--- src/hw/rtl/cst_pkg.sv ---
// Shared types, constants and the level test for the Collatz sieve residue test.
package cst_pkg;

	localparam int RES_W             = 32;
	localparam int STATE_W           = 52;
	localparam int LVL_W             = 6;
	localparam int MAX_DEPTH_DEF     = 32;
	localparam int SIEVE_DEPTH_RESET = 30;
	localparam int OUT_TDATA_W       = 8;

	typedef struct packed {
		logic [RES_W-1:0]   res;
		logic [STATE_W-1:0] n;
		logic [STATE_W-1:0] p;
		logic [STATE_W-1:0] q;
		logic               killed;
	} lane_t;

	// n = T^j(b), p = 3^c, q = 3^c * (b >> j); T^j(b mod 2^j) = n - q
	function automatic logic level_kills(
		input logic [STATE_W-1:0] n,
		input logic [STATE_W-1:0] p,
		input logic [STATE_W-1:0] q,
		input logic [RES_W-1:0]   b,
		input logic [LVL_W-1:0]   lvl,
		input logic [LVL_W-1:0]   depth
	);
		logic [STATE_W-1:0] lim;
		logic [STATE_W-1:0] d;
		logic [STATE_W-1:0] r;
		lim = STATE_W'(1) << lvl;
		d   = n - q;
		r   = STATE_W'(b) & (lim - STATE_W'(1));
		return (lvl != '0) && (lvl <= depth) && (p < lim) && (d <= r);
	endfunction

endpackage

--- src/hw/rtl/cst_cell.sv ---
// One sieve cell: one step of T, plus the kill test of the previous level.
module cst_cell #(
	parameter int LEVEL = 1
) (
	input  logic                      clk,
	input  logic                      arst_n,
	input  logic                      en,
	input  logic [cst_pkg::LVL_W-1:0] depth,
	input  logic                      valid_i,
	input  cst_pkg::lane_t            lane_i,
	output logic                      valid_o,
	output cst_pkg::lane_t            lane_o
);
	import cst_pkg::*;

	logic                odd;
	logic [STATE_W+1:0]  n3;
	logic [STATE_W-1:0]  t;
	logic [STATE_W-1:0]  t2;
	logic                kill;
	lane_t               nxt;
	logic                valid_s1;
	lane_t               lane_s1;

	always_comb begin
		odd  = lane_i.n[0];
		n3   = {2'b00, lane_i.n} + {1'b0, lane_i.n, 1'b0} + (STATE_W+2)'(1);
		t    = lane_i.q - (lane_i.res[LEVEL-1] ? lane_i.p : '0);
		t2   = t >> 1;
		kill = level_kills(lane_i.n, lane_i.p, lane_i.q, lane_i.res,
			LVL_W'(LEVEL-1), depth);
		nxt.res    = lane_i.res;
		nxt.n      = odd ? n3[STATE_W:1] : (lane_i.n >> 1);
		nxt.p      = odd ? (lane_i.p + (lane_i.p << 1)) : lane_i.p;
		nxt.q      = odd ? (t2 + (t2 << 1)) : t2;
		nxt.killed = lane_i.killed | kill;
	end

	always_ff @(posedge clk or negedge arst_n) begin
		if (!arst_n) begin
			valid_s1 <= 1'b0;
		end else if (en) begin
			valid_s1 <= valid_i;
		end
	end

	always_ff @(posedge clk) begin
		if (en) begin
			lane_s1 <= nxt;
		end
	end

	assign valid_o = valid_s1;
	assign lane_o  = lane_s1;
endmodule

--- config.mk ---
export PLATFORM = sky130hd
export DESIGN_NAME = cst_cell
export DESIGN_NICKNAME = d
export VERILOG_FILES = /design/src/hw/rtl/cst_pkg.sv /design/src/hw/rtl/cst_cell.sv
export SDC_FILE = /design/constraint.sdc
export NUM_CORES = 1
export LEC_CHECK = 0
export BUFFER_PORTS_ARGS = -buffer_cell sky130_fd_sc_hd__buf_4
export CAP_MARGIN = 20
export CORE_ASPECT_RATIO = 2
export CORE_UTILIZATION = 35
export DETAILED_ROUTE_END_ITERATION = 6
export GPL_ROUTABILITY_DRIVEN = 0
export PLACE_DENSITY = 0.62
export SLEW_MARGIN = 20
export SYNTH_ARGS = -nofsm -noshare
export SYNTH_HDL_FRONTEND = slang
export SYNTH_SLANG_ARGS = --single-unit
--- constraint.sdc ---
create_clock -name clk -period 1.2 [get_ports clk]
set_input_delay 0.24 -clock clk [delete_from_list [all_inputs] [get_ports clk]]
set_output_delay 0.24 -clock clk [all_outputs]
set_load 0.1 [all_outputs]
==> results <==
- The floorplan step defined a die boundary enclosing 0.0530 sq mm.
- The highest metal layer carrying signal wires in the routed design is met5.
- The total setup violations reported at the end of the flow is 341.
- The vertical die dimension is 325 um.
- The run finished, with violations left.
- For this design, the sink count on the clock tree is 190.
- The share of the Yosys chip area taken by registers is 0.313.
- The number of nets in the synthesized netlist is 2366.
- The wire-length estimate of the detail-placed layout is 55200 um.
- The register clock-pin slew on the reported worst setup and hold paths is 0.08 ns.
- The first-pass iteration count of the detailed router is 5.
- The total of flip-flops plus latches after synthesis is 190.
- In the global route stage, overall resource usage came out at 0.267.
- The number of standard cells after synthesis is 1960.
- Across the run, the number of max-cap violations was 0.
- After detailed routing, the average wire length per cell comes to 19.3 um.
- The number of vias after detailed routing is 20200.
- In the layout the commonest cells are sky130_fd_sc_hd__buf_4, sky130_fd_sc_hd__edfxtp_1, sky130_fd_sc_hd__nand2_1, sky130_fd_sc_hd__ha_1, sky130_fd_sc_hd__a21o_1.
- The CTS tree is yes.
- In this run the most critical hold path is launched from lane_i[53].
- The number of H-tree branching levels is 4.
- The area growth from synthesis to layout is 74.8%.
- The worst hold endpoint is lane_o[53]$_DFFE_PP_.
- The remaining antenna violation count after routing is 0.
- For this block, the initial DRC count from the detailed router was 866.
- The area taken by flip-flops and latches is 0.00570 sq mm.
- The number of distinct standard cells referenced by the synthesized netlist is 84.
- The detailed-route wire length is 72700 um.
- The final period demand of the worst path is 5.06 ns.
- Setup repair after global routing could not meet its margin everywhere.
- The total clock buffers created by CTS is 17.
- In the routed design, unresolved DRC markers number 0.
- Summing every instance area after synthesis gives 0.0182 sq mm.
- The mean instance size in the synthesized netlist is 9.29 sq um.
- In the final layout, the multi-input gates occupy 0.0149 sq mm.
- The worst pin sits at a relative slew slack of 0.533.
- The most common cell after layout, fill and taps aside is sky130_fd_sc_hd__buf_4.
- The buffer cell driving the clock tree root is sky130_fd_sc_hd__clkbuf_16.
- For this run, the leading register cell type out of synthesis is sky130_fd_sc_hd__edfxtp_1.
- In this run the static leakage power is 0.0146 uW.
- The global route total overflow is 0.
- The number of buffers added on ports is 382.
- Counting the fill cells in the layout gives 4099.
- The region available for standard cell placement spans 0.0511 sq mm.
- Data arrives at the worst endpoint at 5.29 ns.
- Across the routed clock network, the largest skew measured is 0 ns.
- The net count of the finished layout is 3503.
- The number of placed instances, taps included, is 3606.
- The via count of the first global-routing pass is 21900.
- The slowest library cell on the worst path is sky130_fd_sc_hd__fa_2.
- The maximum number of buffers from clock root to sink is 2.
- The class of the tightest hold or removal check is input pin to register.
- Summed over all failing endpoints, the final setup total negative slack is -302.38 ns.
- At the later pin of the worst-skew pair, clock insertion delay measures 0.47 ns.
- Measured along the x axis, the die boundary spans 163 um.
- The launch point of the worst reg-to-reg path is valid_o$_DFFE_PN0P_.
- Along the worst path, the maximum fanout reaches 3.
- At the pin with the least slew margin, the transition time is 0.694 ns.
- The number of synthesis warnings is 0.
- The number of cell rows is 117.
- The fraction of final layout cells with drive strength greater than 1 is 0.543.
- The final non-filler cell total is 3766.
- The endpoint of the most critical register-to-register path is valid_o$_DFFE_PN0P_.
- The starting utilization of the core area is 0.356.
- The first-pass GRT wire length is 110000 um.
- The number of vias per cell is 5.36.
- The met3 wire length is 3110 um.
- Based on the critical path, the design can be clocked at up to 0.197 GHz.
- The worst-case reg-to-reg path depth is 1.
- IR analysis of the VDD net gives a maximum drop of 1.43 mV.
- The share of synthesized flip-flops with an asynchronous set or reset is 0.00526.
- Of the available clock period, the critical path in the final layout requires 4.22.
- The worst setup margin is -3.86 ns.
- Dividing total power by cell area gives a power density of 1600 mW/mm^2.
- The number of enable-type register cells in the synthesized netlist is 189.
- The number of failing hold endpoints at the final stage is 0.
- In this design, the stage delay of the slowest critical-path cell is 0.40 ns.
- The largest net degree at the start of global routing is 63.
- The worst setup path is captured at a register.
- Across all register-to-register paths, the minimum setup slack is 0.45 ns.
- The max-slew violation count is 0.
- The final reports fail on setup timing.
- The startpoint-to-endpoint class of the critical path is input pin to register.
- The worst hold path cell count is 2.
- The number of antenna violations at the first check in global routing is 3.
- At the worst endpoint, the required time is 1.42 ns.
- For this design the top-level I/O count stands at 389.
- In the final routing, the length of wire on met1 measures 24700 um.
- STA classifies the critical path startpoint as an input pin.
- Detailed routing placed a total of 39800 um of wire on met2.
how the worst max path moves through the flow:
| stage | startpoint | endpoint | slack (ns) | depth (start not counted) |
|---|---|---|---|---|
| floorplan | lane_i[157] | lane_o[47]$_DFFE_PP_ | -3.94 | 29 |
| global placement | lane_i[157] | lane_o[50]$_DFFE_PP_ | -4.43 | 28 |
| detailed placement | lane_i[157] | lane_o[50]$_DFFE_PP_ | -4.56 | 28 |
| CTS | lane_i[1] | lane_o[47]$_DFFE_PP_ | -3.68 | 28 |
| global route | lane_i[157] | lane_o[50]$_DFFE_PP_ | -4.09 | 27 |
| finish | lane_i[1] | lane_o[50]$_DFFE_PP_ | -3.86 | 26 |
metrics by stage:
stage	worst slack [ns]	instance area [sq um]	hold WS, ns	util	total power (uW)
6_report	-3.86	31800	0.0695	0.623	50800
5_1_grt	-4.09	31800	0.0610	0.623	53100
4_1_cts	-3.68	30800	0.0494	0.603	48700
3_5_place_dp	-4.56	27600	0.0187	0.541	39400
3_3_place_gp	-4.43	27600	0.0157	0.541	38900
2_1_floorplan	-3.94	19200	-0.0556	-	29000
per-layer routing:
metal / up-vias / track usage
met1: 9600 / 0.247
li1: 9621 / -
met5: - / 0
met2: 697 / 0.517
met4: 2 / 0.192
met3: 270 / 0.0361
state kept, by name (all words and copies together), names as in the netlist:
register / cells
valid_o: 1
lane_o: 189
where the power goes:
part / internal (uW) / switching, uW / total, uW
combinational: 14700 / 20500 / 35200
clock: 3210 / 3010 / 6220
sequential: 8930 / 494 / 9430
critical path: cells and delay by family:
| kind | cells | cell delay [ns] |
|---|---|---|
| mux | 1 | 0.26 |
| fa+ha+maj | 2 | 0.70 |
| buf+inv | 3 | 0.36 |
| xor+xnor | 2 | 0.33 |
| compound gates | 15 | 2.98 |
| simple gates | 3 | 0.44 |
kinds of logic (layout without fill, tap and decap cells):
family,after synthesis,count (layout),synth area share
compound gates,651,651,0.230
simple gates,497,497,0.131
fa+ha+maj,208,208,0.144
flops,190,190,0.313
xor+xnor,182,182,0.0890
buf+inv,127,1277,0.0274
mux,105,105,0.0647
other cells,0,2,0
layout make-up:
cell class,instances,share of cell area
Multi-Input combinational cell,1643,0.468
Timing Repair Buffer,1182,0.300
Sequential cell,190,0.179
Tap cell,654,0.0257
Clock buffer,18,0.0138
Inverter,63,0.00833
Clock inverter,14,0.00539
Antenna cell,2,0.000157
cell usage after synthesis, drive strengths merged, types with 29 or more instances:
cell | n | area share
edfxtp | 189 | 0.31
a21oi | 195 | 0.054
nand2b | 29 | 0.010
xnor2 | 111 | 0.055
nor2 | 102 | 0.021
nand2 | 175 | 0.036
ha | 203 | 0.14
nor3 | 30 | 0.0082
xor2 | 71 | 0.034
clkbuf | 52 | 0.011
mux2 | 102 | 0.063
nand3 | 37 | 0.010
o21a | 30 | 0.012
inv | 63 | 0.013
o21ai | 133 | 0.037
a21o | 132 | 0.054
what timing repair did:
action | 4_1_cts | 5_1_grt
setup endpoints to repair | 344 | 342
hold buffers | 34 | 0
cloned | 3 | 0
resized for setup | 353 | 167
endpoints found under the hold margin | 34 | 0
pin swaps | 222 | 128
setup buffers | 80 | 39
No activity file was read; power rests on OpenSTA's default activity.
