### config.mk
export PLATFORM = sky130hd
export DESIGN_NAME = cst_out
export DESIGN_NICKNAME = d
export VERILOG_FILES = /design/src/hw/rtl/cst_pkg.sv /design/src/hw/rtl/cst_out.sv
export SDC_FILE = /design/constraint.sdc
export NUM_CORES = 1
export LEC_CHECK = 0
export ABC_AREA = 0
export BUFFER_PORTS_ARGS = -buffer_cell sky130_fd_sc_hd__buf_2
export CORE_MARGIN = 2
export CORE_UTILIZATION = 35
export DETAILED_ROUTE_END_ITERATION = 7
export GPL_ROUTABILITY_DRIVEN = 0
export MAX_ROUTING_LAYER = met4
export PLACE_DENSITY = 0.65
export SLEW_MARGIN = 10
export SYNTH_ARGS = -nofsm -noshare
export SYNTH_HDL_FRONTEND = slang
export SYNTH_SLANG_ARGS = --single-unit
### constraint.sdc
create_clock -name clk -period 1.2 [get_ports clk]
set_input_delay 0.12 -clock clk [delete_from_list [all_inputs] [get_ports clk]]
set_output_delay 0.12 -clock clk [all_outputs]
set_load 0.02 [all_outputs]
### src/hw/rtl/cst_pkg.sv
// Shared types, constants and the level test for the Collatz sieve residue test.
package cst_pkg;

	localparam int RES_W             = 32;
	localparam int STATE_W           = 52;
	localparam int LVL_W             = 6;
	localparam int MAX_DEPTH_DEF     = 32;
	localparam int SIEVE_DEPTH_RESET = 30;
	localparam int OUT_TDATA_W       = 8;

	typedef struct packed {
		logic [RES_W-1:0]   res;
		logic [STATE_W-1:0] n;
		logic [STATE_W-1:0] p;
		logic [STATE_W-1:0] q;
		logic               killed;
	} lane_t;

	// n = T^j(b), p = 3^c, q = 3^c * (b >> j); T^j(b mod 2^j) = n - q
	function automatic logic level_kills(
		input logic [STATE_W-1:0] n,
		input logic [STATE_W-1:0] p,
		input logic [STATE_W-1:0] q,
		input logic [RES_W-1:0]   b,
		input logic [LVL_W-1:0]   lvl,
		input logic [LVL_W-1:0]   depth
	);
		logic [STATE_W-1:0] lim;
		logic [STATE_W-1:0] d;
		logic [STATE_W-1:0] r;
		lim = STATE_W'(1) << lvl;
		d   = n - q;
		r   = STATE_W'(b) & (lim - STATE_W'(1));
		return (lvl != '0) && (lvl <= depth) && (p < lim) && (d <= r);
	endfunction

endpackage

### src/hw/rtl/cst_out.sv
// Last level test, output register and skid slot.
module cst_out #(
	parameter int MAX_DEPTH = cst_pkg::MAX_DEPTH_DEF
) (
	input  logic                            clk,
	input  logic                            arst_n,
	input  logic [cst_pkg::LVL_W-1:0]       depth,
	input  logic                            valid_i,
	input  cst_pkg::lane_t                  lane_i,
	output logic                            full,
	output logic                            m_tvalid,
	input  logic                            m_tready,
	output logic [cst_pkg::OUT_TDATA_W-1:0] m_tdata
);
	import cst_pkg::*;

	logic live;
	logic in_v;
	logic out_valid_q;
	logic out_live_q;
	logic skid_valid_q;
	logic skid_live_q;

	always_comb begin
		live = !(lane_i.killed | level_kills(lane_i.n, lane_i.p, lane_i.q,
			lane_i.res, LVL_W'(MAX_DEPTH), depth));
		in_v = valid_i && !skid_valid_q;
	end

	always_ff @(posedge clk or negedge arst_n) begin
		if (!arst_n) begin
			out_valid_q  <= 1'b0;
			skid_valid_q <= 1'b0;
		end else if (skid_valid_q) begin
			if (m_tready) begin
				out_valid_q  <= 1'b1;
				skid_valid_q <= 1'b0;
			end
		end else if (!out_valid_q || m_tready) begin
			out_valid_q <= in_v;
		end else if (in_v) begin
			skid_valid_q <= 1'b1;
		end
	end

	always_ff @(posedge clk) begin
		if (skid_valid_q) begin
			if (m_tready) begin
				out_live_q <= skid_live_q;
			end
		end else if (!out_valid_q || m_tready) begin
			out_live_q <= live;
		end else begin
			skid_live_q <= live;
		end
	end

	assign full     = skid_valid_q;
	assign m_tvalid = out_valid_q;
	assign m_tdata  = {{(OUT_TDATA_W-1){1'b0}}, out_live_q};
endmodule

==> flow_summary.yaml, run 1 <==
yosys:
  synth.lib_cells_used.distinct: 66
  synth-seq-area-share: 0.0245
  synth_top_cells_by_area: "sky130_fd_sc_hd__ha_1 (23%), sky130_fd_sc_hd__a21oi_1 (8.5%), sky130_fd_sc_hd__inv_1 (7.7%), sky130_fd_sc_hd__nand2_1 (5.3%), sky130_fd_sc_hd__a21o_1 (4.3%)"
  synth.ff_latch_count: 4
  edff_count_synth: 2
  synth_flop_cell: "sky130_fd_sc_hd__edfxtp_1"
  syn_area_um2: 4490
  postSynthAreaPerCell_um2: 6.71
  synth.largest_area_cell: "sky130_fd_sc_hd__ha_1"
  post_synthesis_cells: 670
  yosysWarnings: 0
  ys_async_sr_fraction: 0.500
  post-synth-top-area-fraction: 0.231
critical_path:
  regToRegStartpoint: "full"
  regToRegSetupSlack_ns: 0.28
  critical_path.max_stage_delay_ns: 0.35
  timing.critical_path.from: "lane_i[4]"
  crit_path_max_fanout: 3
  worst_r2r_endpoint: "out_live_q"
  worstPathArrival_ns: 3.87
  timing.setup.critical_path_class: "input port to register"
  ff2ff_path_depth: 1
  worstPathCellList: "buf_2 > inv_1 > ha_1 > o211ai_1 > a21oi_2 > o21ai_2 > a211oi_4 > o31ai_4 > nor2_2 > nor2_2 > xnor2_1 > ha_1 > a21o_1 > a21o_1 > a21oi_2 > nor2_1 > a2111oi_4 > nand2_1 > a211oi_2 > o2111ai_2 > nor4b_4 > o31ai_1"
  worst_setup_path_start_kind: "input port"
  kind_of_capture_point_of_the_worst_setup_path: "register"
  worstPathRequired_ns: 1.17
  cp_slowest_cell: "sky130_fd_sc_hd__a211oi_4"
  worst_setup_path_endpoint: "out_live_q"
floorplanning:
  fp-row-count: 41
  top_level_ports: 209
  initial_core_util: 0.358
  die_w_um: 117
  core_um2: 12600
  die_y_um: 117
  design.die.area_um2: 13800
finish:
  layout.cells.most_common: "sky130_fd_sc_hd__buf_4"
  layout.nets: 1327
  finish.instance_area_um2: 7620
  layout_common_cells: "sky130_fd_sc_hd__buf_4 (221), sky130_fd_sc_hd__buf_2 (161), sky130_fd_sc_hd__inv_1 (89), sky130_fd_sc_hd__ha_1 (72), sky130_fd_sc_hd__nand2_1 (60)"
  fillCellCount: 1202
  area.sequential_um2: 110
  final_layout_size_suffix_gt1_frac: 0.448
  final_core_density: 0.606
  insertedDiodeCount: 0
  non_filler_instance_count_after_layout: 1215
  areaGrowthSynthToFinish_pct: 69.5
  multi_input_comb_area_um2: 4300
sta:
  report.final.setup_viol: 2
  achievable-frequency_ghz: 0.256
  max-slew-margin-rel: 0.573
  finalHoldWorstSlack_ns: 0.0857
  setup_ws_ns: -2.70
  finalClockSkew_ns: 0.00281
  worst_pin_slew_ns: 0.634
  final_hold_viol_count: 0
  period_minus_slack_ns: 3.90
  fin_crit_sh: 3.25
  slew_viol_final: 0
  setup-tns-final_ns: -5.37
  grt_setup_unrepaired: "yes"
power:
  power.static_leakage_nw: 4.00
  clock_power_share: 0.110
  netSwitchingFraction: 0.436
  power_switching_w: 0.00213
  pwr_density_cell_nw_per_um2: 642
  power_frac_seq: 0.035
  worst_ir_drop_vdd_mv: 0.295
  combinationalPowerShare: 0.855
  cell_internal_pwr_w: 0.00276
clocking:
  cts.path.max_buffers: 2
  cts_tree: "yes"
  numCtsBuffers: 3
  cts.sinks: 4
  insertion_delay_ns: 0.22
  cts.root.buffer_cell: "sky130_fd_sc_hd__clkbuf_16"
  cts.reportedPaths.clkPinSlew_ns: 0.03
  h-tree-depth: 1
routing:
  routed_wl_um: 16000
  remaining_number_of_nets_flagged_by_the_antenna_check_after_routing: 0
  firstDrtPassIters: 5
  post-route-drc-count: 0
  routed_via_density: 4.98
  drt_first_iter_violations: 361
  via_count: 6048
  routedWlPerCell_um: 13.2
outcome:
  failed_checks: "setup timing"
  status: "complete, but fails checks"
global_route:
  grt_pass1_vias: 5785
  initial_antenna_violation_count: 0
  total_congestion_overflow: 0
  grt_use_total: 0.226
  first_pass_grt_wire_length_um: 26200
  largest_net_degree_at_the_start_of_global_routing: 11
run:
  cap_viol_max_count: 0
place:
  place.detailed.instances: 1196
  place_hpwl_um: 13600
  port_buffers: 164
  area_after_dpl_um2: 7140
min_path:
  hold_path.class: "input port to register"
## worst min-delay path by stage
stage | end | startpoint | depth (start not counted)
3_5_place_dp | full | arst_n | 1
3_3_place_gp | full | arst_n | 1
4_1_cts | full | m_tready | 2
5_1_grt | full | m_tready | 2
6_report | full | m_tready | 2
2_1_floorplan | full | arst_n | 0
## metrics by stage
step	total power (W)	setup slack (ns)
after detailed placement	0.00397	-3.13
after global routing	0.00534	-2.92
final	0.00489	-2.70
after CTS	0.00466	-2.68
after floorplan	0.00231	-2.48
after global placement	0.00393	-3.02
## synth_stat cells (2+ instances only)
| library cell | count |
|---|---|
| sky130_fd_sc_hd__nand2_1 | 63 |
| sky130_fd_sc_hd__o21bai_1 | 5 |
| sky130_fd_sc_hd__a21o_1 | 26 |
| sky130_fd_sc_hd__or4_1 | 2 |
| sky130_fd_sc_hd__and4_1 | 7 |
| sky130_fd_sc_hd__o211ai_1 | 4 |
| sky130_fd_sc_hd__nor3_1 | 13 |
| sky130_fd_sc_hd__nor3b_1 | 2 |
| sky130_fd_sc_hd__a211o_1 | 3 |
| sky130_fd_sc_hd__nor4_1 | 9 |
| sky130_fd_sc_hd__buf_4 | 8 |
| sky130_fd_sc_hd__xor2_1 | 15 |
| sky130_fd_sc_hd__buf_2 | 6 |
| sky130_fd_sc_hd__a211oi_1 | 5 |
| sky130_fd_sc_hd__o21ai_1 | 11 |
| sky130_fd_sc_hd__dfrtp_1 | 2 |
| sky130_fd_sc_hd__mux2i_1 | 5 |
| sky130_fd_sc_hd__or3b_2 | 2 |
| sky130_fd_sc_hd__o21a_1 | 9 |
| sky130_fd_sc_hd__xnor2_1 | 22 |
| sky130_fd_sc_hd__nor2b_1 | 6 |
| sky130_fd_sc_hd__nand4_1 | 27 |
| sky130_fd_sc_hd__clkbuf_1 | 11 |
| sky130_fd_sc_hd__edfxtp_1 | 2 |
| sky130_fd_sc_hd__nor2_1 | 41 |
| sky130_fd_sc_hd__inv_1 | 92 |
| sky130_fd_sc_hd__a2111oi_0 | 2 |
| sky130_fd_sc_hd__a41oi_1 | 2 |
| sky130_fd_sc_hd__a31oi_1 | 5 |
| sky130_fd_sc_hd__nand3_1 | 8 |
| sky130_fd_sc_hd__a21oi_1 | 76 |
| sky130_fd_sc_hd__or3_1 | 4 |
| sky130_fd_sc_hd__a21boi_0 | 3 |
| sky130_fd_sc_hd__ha_1 | 83 |
| sky130_fd_sc_hd__or2_2 | 6 |
| sky130_fd_sc_hd__a221oi_1 | 2 |
| sky130_fd_sc_hd__o221ai_1 | 4 |
| sky130_fd_sc_hd__nand2b_1 | 11 |
| sky130_fd_sc_hd__o21ai_0 | 35 |
| sky130_fd_sc_hd__o31ai_1 | 5 |
## routing by layer
metal | GRT usage | vias to the layer above | wire (um)
li1 | - | 3157 | -
met1 | 0.322 | 2742 | 7960
met2 | 0.364 | 143 | 7360
met3 | 0.00973 | 6 | 651
met4 | 0.0301 | 0 | 57
met5 | - | - | 0
## flip-flops by register name, summed over array words and instances, names as in the netlist
| register | cells |
|---|---|
| full | 1 |
| out_live_q | 1 |
| skid_live_q | 1 |
| m_tvalid | 1 |
## cell families after synthesis
group                    share of synthesized area
other                                     0.000834
multiplexers                                0.0136
adder cells (fa/ha/maj)                      0.236
buffers and inverters                        0.109
flip-flops                                  0.0245
AO/OA/AOI/OAI                                0.315
XOR/XNOR                                    0.0721
AND/OR/NAND/NOR                              0.229
## timing repair
| item | CTS | global route |
|---|---|---|
| endpoints found under the hold margin | 2 | 0 |
| cloned | 0 | 0 |
| hold buffers | 1 | 0 |
| setup endpoints to repair | 2 | 2 |
| buffers inserted | 7 | 7 |
| pin swaps | 29 | 35 |
| resized for setup | 25 | 37 |
## critical path: cells and delay by family
kind                       cells  cell delay [ns]
AOI/OAI and AO/OA             12             2.20
xor gates and xnor gates       1             0.14
adders and majority gates      2             0.62
buffers and inverters          2             0.11
and+or+nand+nor                5             0.66
## power groups by stage
stage | clock (W) | combinational [W] | sequential, W
floorplan | 0 | 0.00213 | 0.000179
global placement | 0 | 0.00376 | 0.000173
detailed placement | 0 | 0.00379 | 0.000173
CTS | 0.000544 | 0.00395 | 0.000171
global route | 0.000555 | 0.00461 | 0.000174
finish | 0.000538 | 0.00418 | 0.000171
## cell type report
class / instances / share of cell area
clock buffers: 4 / 0.0103
inverters: 92 / 0.0466
multi-input cells: 554 / 0.565
flip-flops and latches: 4 / 0.0145
well taps: 172 / 0.0283
repair buffers: 389 / 0.335
Power figures use the tool's default switching activity.
==> inputs of run 2 (changes only) <==
clock period = 4 ns   (was 1.2 ns; I/O delays follow)
==> flow_summary.yaml, run 2 (synthesized netlist as in run 1, its figures left out) <==
routing:
  post-route-drc-count: 0
  routed_wl_um: 15700
  firstDrtPassIters: 5
  remaining_number_of_nets_flagged_by_the_antenna_check_after_routing: 0
  routed_via_density: 5.18
  routedWlPerCell_um: 13.9
  drt_first_iter_violations: 383
  via_count: 5845
clocking:
  cts.reportedPaths.clkPinSlew_ns: 0.03
  insertion_delay_ns: 0.22
  numCtsBuffers: 3
  cts.root.buffer_cell: "sky130_fd_sc_hd__clkbuf_16"
  cts.path.max_buffers: 2
  cts.sinks: 4
  h-tree-depth: 1
  cts_tree: "yes"
min_path:
  hold_path.class: "input port to register"
floorplanning:
  die_w_um: 117
  initial_core_util: 0.358
  design.die.area_um2: 13800
  core_um2: 12600
  die_y_um: 117
  fp-row-count: 41
  top_level_ports: 209
run:
  cap_viol_max_count: 0
sta:
  fin_crit_sh: 1.01
  period_minus_slack_ns: 4.06
  final_hold_viol_count: 0
  report.final.setup_viol: 2
  achievable-frequency_ghz: 0.246
  setup_ws_ns: -0.0585
  grt_setup_unrepaired: "yes"
  slew_viol_final: 0
  finalClockSkew_ns: 0.000921
critical_path:
  crit_path_max_fanout: 5
  worstPathArrival_ns: 4.02
  worst_setup_path_start_kind: "input port"
  worstPathRequired_ns: 3.96
  timing.setup.critical_path_class: "input port to register"
  kind_of_capture_point_of_the_worst_setup_path: "register"
global_route:
  largest_net_degree_at_the_start_of_global_routing: 11
  first_pass_grt_wire_length_um: 25600
  total_congestion_overflow: 0
  grt_use_total: 0.221
  grt_pass1_vias: 5752
  initial_antenna_violation_count: 1
finish:
  final_core_density: 0.557
  layout.nets: 1239
  areaGrowthSynthToFinish_pct: 55.8
  layout.cells.most_common: "sky130_fd_sc_hd__buf_2"
  fillCellCount: 1194
  final_layout_size_suffix_gt1_frac: 0.410
  layout_common_cells: "sky130_fd_sc_hd__buf_2 (157), sky130_fd_sc_hd__buf_4 (136), sky130_fd_sc_hd__inv_1 (85), sky130_fd_sc_hd__ha_1 (70), sky130_fd_sc_hd__nand2_1 (59)"
outcome:
  status: "complete, but fails checks"
  failed_checks: "setup timing"
power:
  total_power_w: 0.00138
  pwr_density_cell_nw_per_um2: 198
  power.static_leakage_nw: 3.60
  worst_ir_drop_vdd_mv: 0.123
place:
  port_buffers: 164
  place_hpwl_um: 13000
==> run 2: cell count changes in the layout (fill, tap and decap cells not counted), sizes merged <==
cell and delta:
buf -88, diode +1
==> run 2: critical path: stages <==
cell	delay, ns
sky130_fd_sc_hd__buf_6	0.08
sky130_fd_sc_hd__inv_4	0.03
sky130_fd_sc_hd__ha_4	0.29
sky130_fd_sc_hd__nand4_1	0.13
sky130_fd_sc_hd__nor3_2	0.21
sky130_fd_sc_hd__o21ai_2	0.10
sky130_fd_sc_hd__a211oi_2	0.28
sky130_fd_sc_hd__o31ai_2	0.12
sky130_fd_sc_hd__buf_4	0.17
sky130_fd_sc_hd__xnor2_2	0.12
sky130_fd_sc_hd__ha_1	0.30
sky130_fd_sc_hd__a21o_1	0.17
sky130_fd_sc_hd__a21o_1	0.17
sky130_fd_sc_hd__a21oi_2	0.16
sky130_fd_sc_hd__nor3_2	0.07
sky130_fd_sc_hd__a2111oi_4	0.31
sky130_fd_sc_hd__nand2_1	0.10
sky130_fd_sc_hd__a211oi_2	0.26
sky130_fd_sc_hd__o2111ai_2	0.19
sky130_fd_sc_hd__nor4b_4	0.27
sky130_fd_sc_hd__o31ai_1	0.09
==> run 2: power breakdown <==
group / switching [W] / internal (W)
clock: 0.0000286 / 0.000132
combinational: 0.000596 / 0.000576
sequential: 0.00000370 / 0.0000480
total: 0.000628 / 0.000756
==> run 2: per-layer routing <==
metal / part of all wire / global-route usage / vias up / wire [um]
li1: - / - / 2980 / -
met1: 0.46 / 0.294 / 2618 / 7140
met4: 0.019 / 0.0512 / 0 / 296
met5: 0 / - / - / 0
met3: 0.060 / 0.0175 / 28 / 941
met2: 0.47 / 0.366 / 219 / 7280
==> run 2: layout make-up <==
| type | count | area (um^2) | area share |
|---|---|---|---|
| multi-input cells | 554 | 4350 | 0.621 |
| repair buffers | 301 | 1900 | 0.271 |
| inverters | 92 | 350 | 0.0500 |
| well taps | 172 | 215 | 0.0307 |
| flip-flops and latches | 4 | 110 | 0.0157 |
| clock buffers | 4 | 78.8 | 0.0113 |
| diodes | 1 | 2.50 | 0.000357 |
==> run 2: worst paths after layout <==
check                            start    endpoint  slack, ns  cells past startpoint
max                          lane_i[7]  out_live_q      -0.06                     21
max in group asynchronous       arst_n    m_tvalid       3.42                      2
min                           m_tready        full       0.37                      2
min reg2reg                skid_live_q  out_live_q       0.54                      2
min in group asynchronous       arst_n        full       0.48                      2
max reg2reg                       full    m_tvalid       3.05                      2
==> run 2: timing repair <==
action | in CTS | in global routing
resized for setup | 53 | 27
pin swaps | 42 | 16
hold buffers | 1 | 0
endpoints found under the hold margin | 2 | 0
setup buffers | 9 | 7
endpoints found under the setup margin | 2 | 2
==> run 2: stage by stage <==
stage / hold slack (ns) / TNS (ns) / setup slack, ns / cell area (um^2) / std cells
5_1_grt: 0.389 / -0.636 / -0.335 / 7000 / 1128
2_1_floorplan: 0.104 / 0 / 0.00440 / 4630 / 676
4_1_cts: 0.368 / -0.00598 / -0.00598 / 6810 / 1120
6_report: 0.372 / -0.0990 / -0.0585 / 7000 / 1128
3_3_place_gp: 0.186 / -1.08 / -0.562 / 6410 / 1106
3_5_place_dp: 0.186 / -1.25 / -0.645 / 6410 / 1106
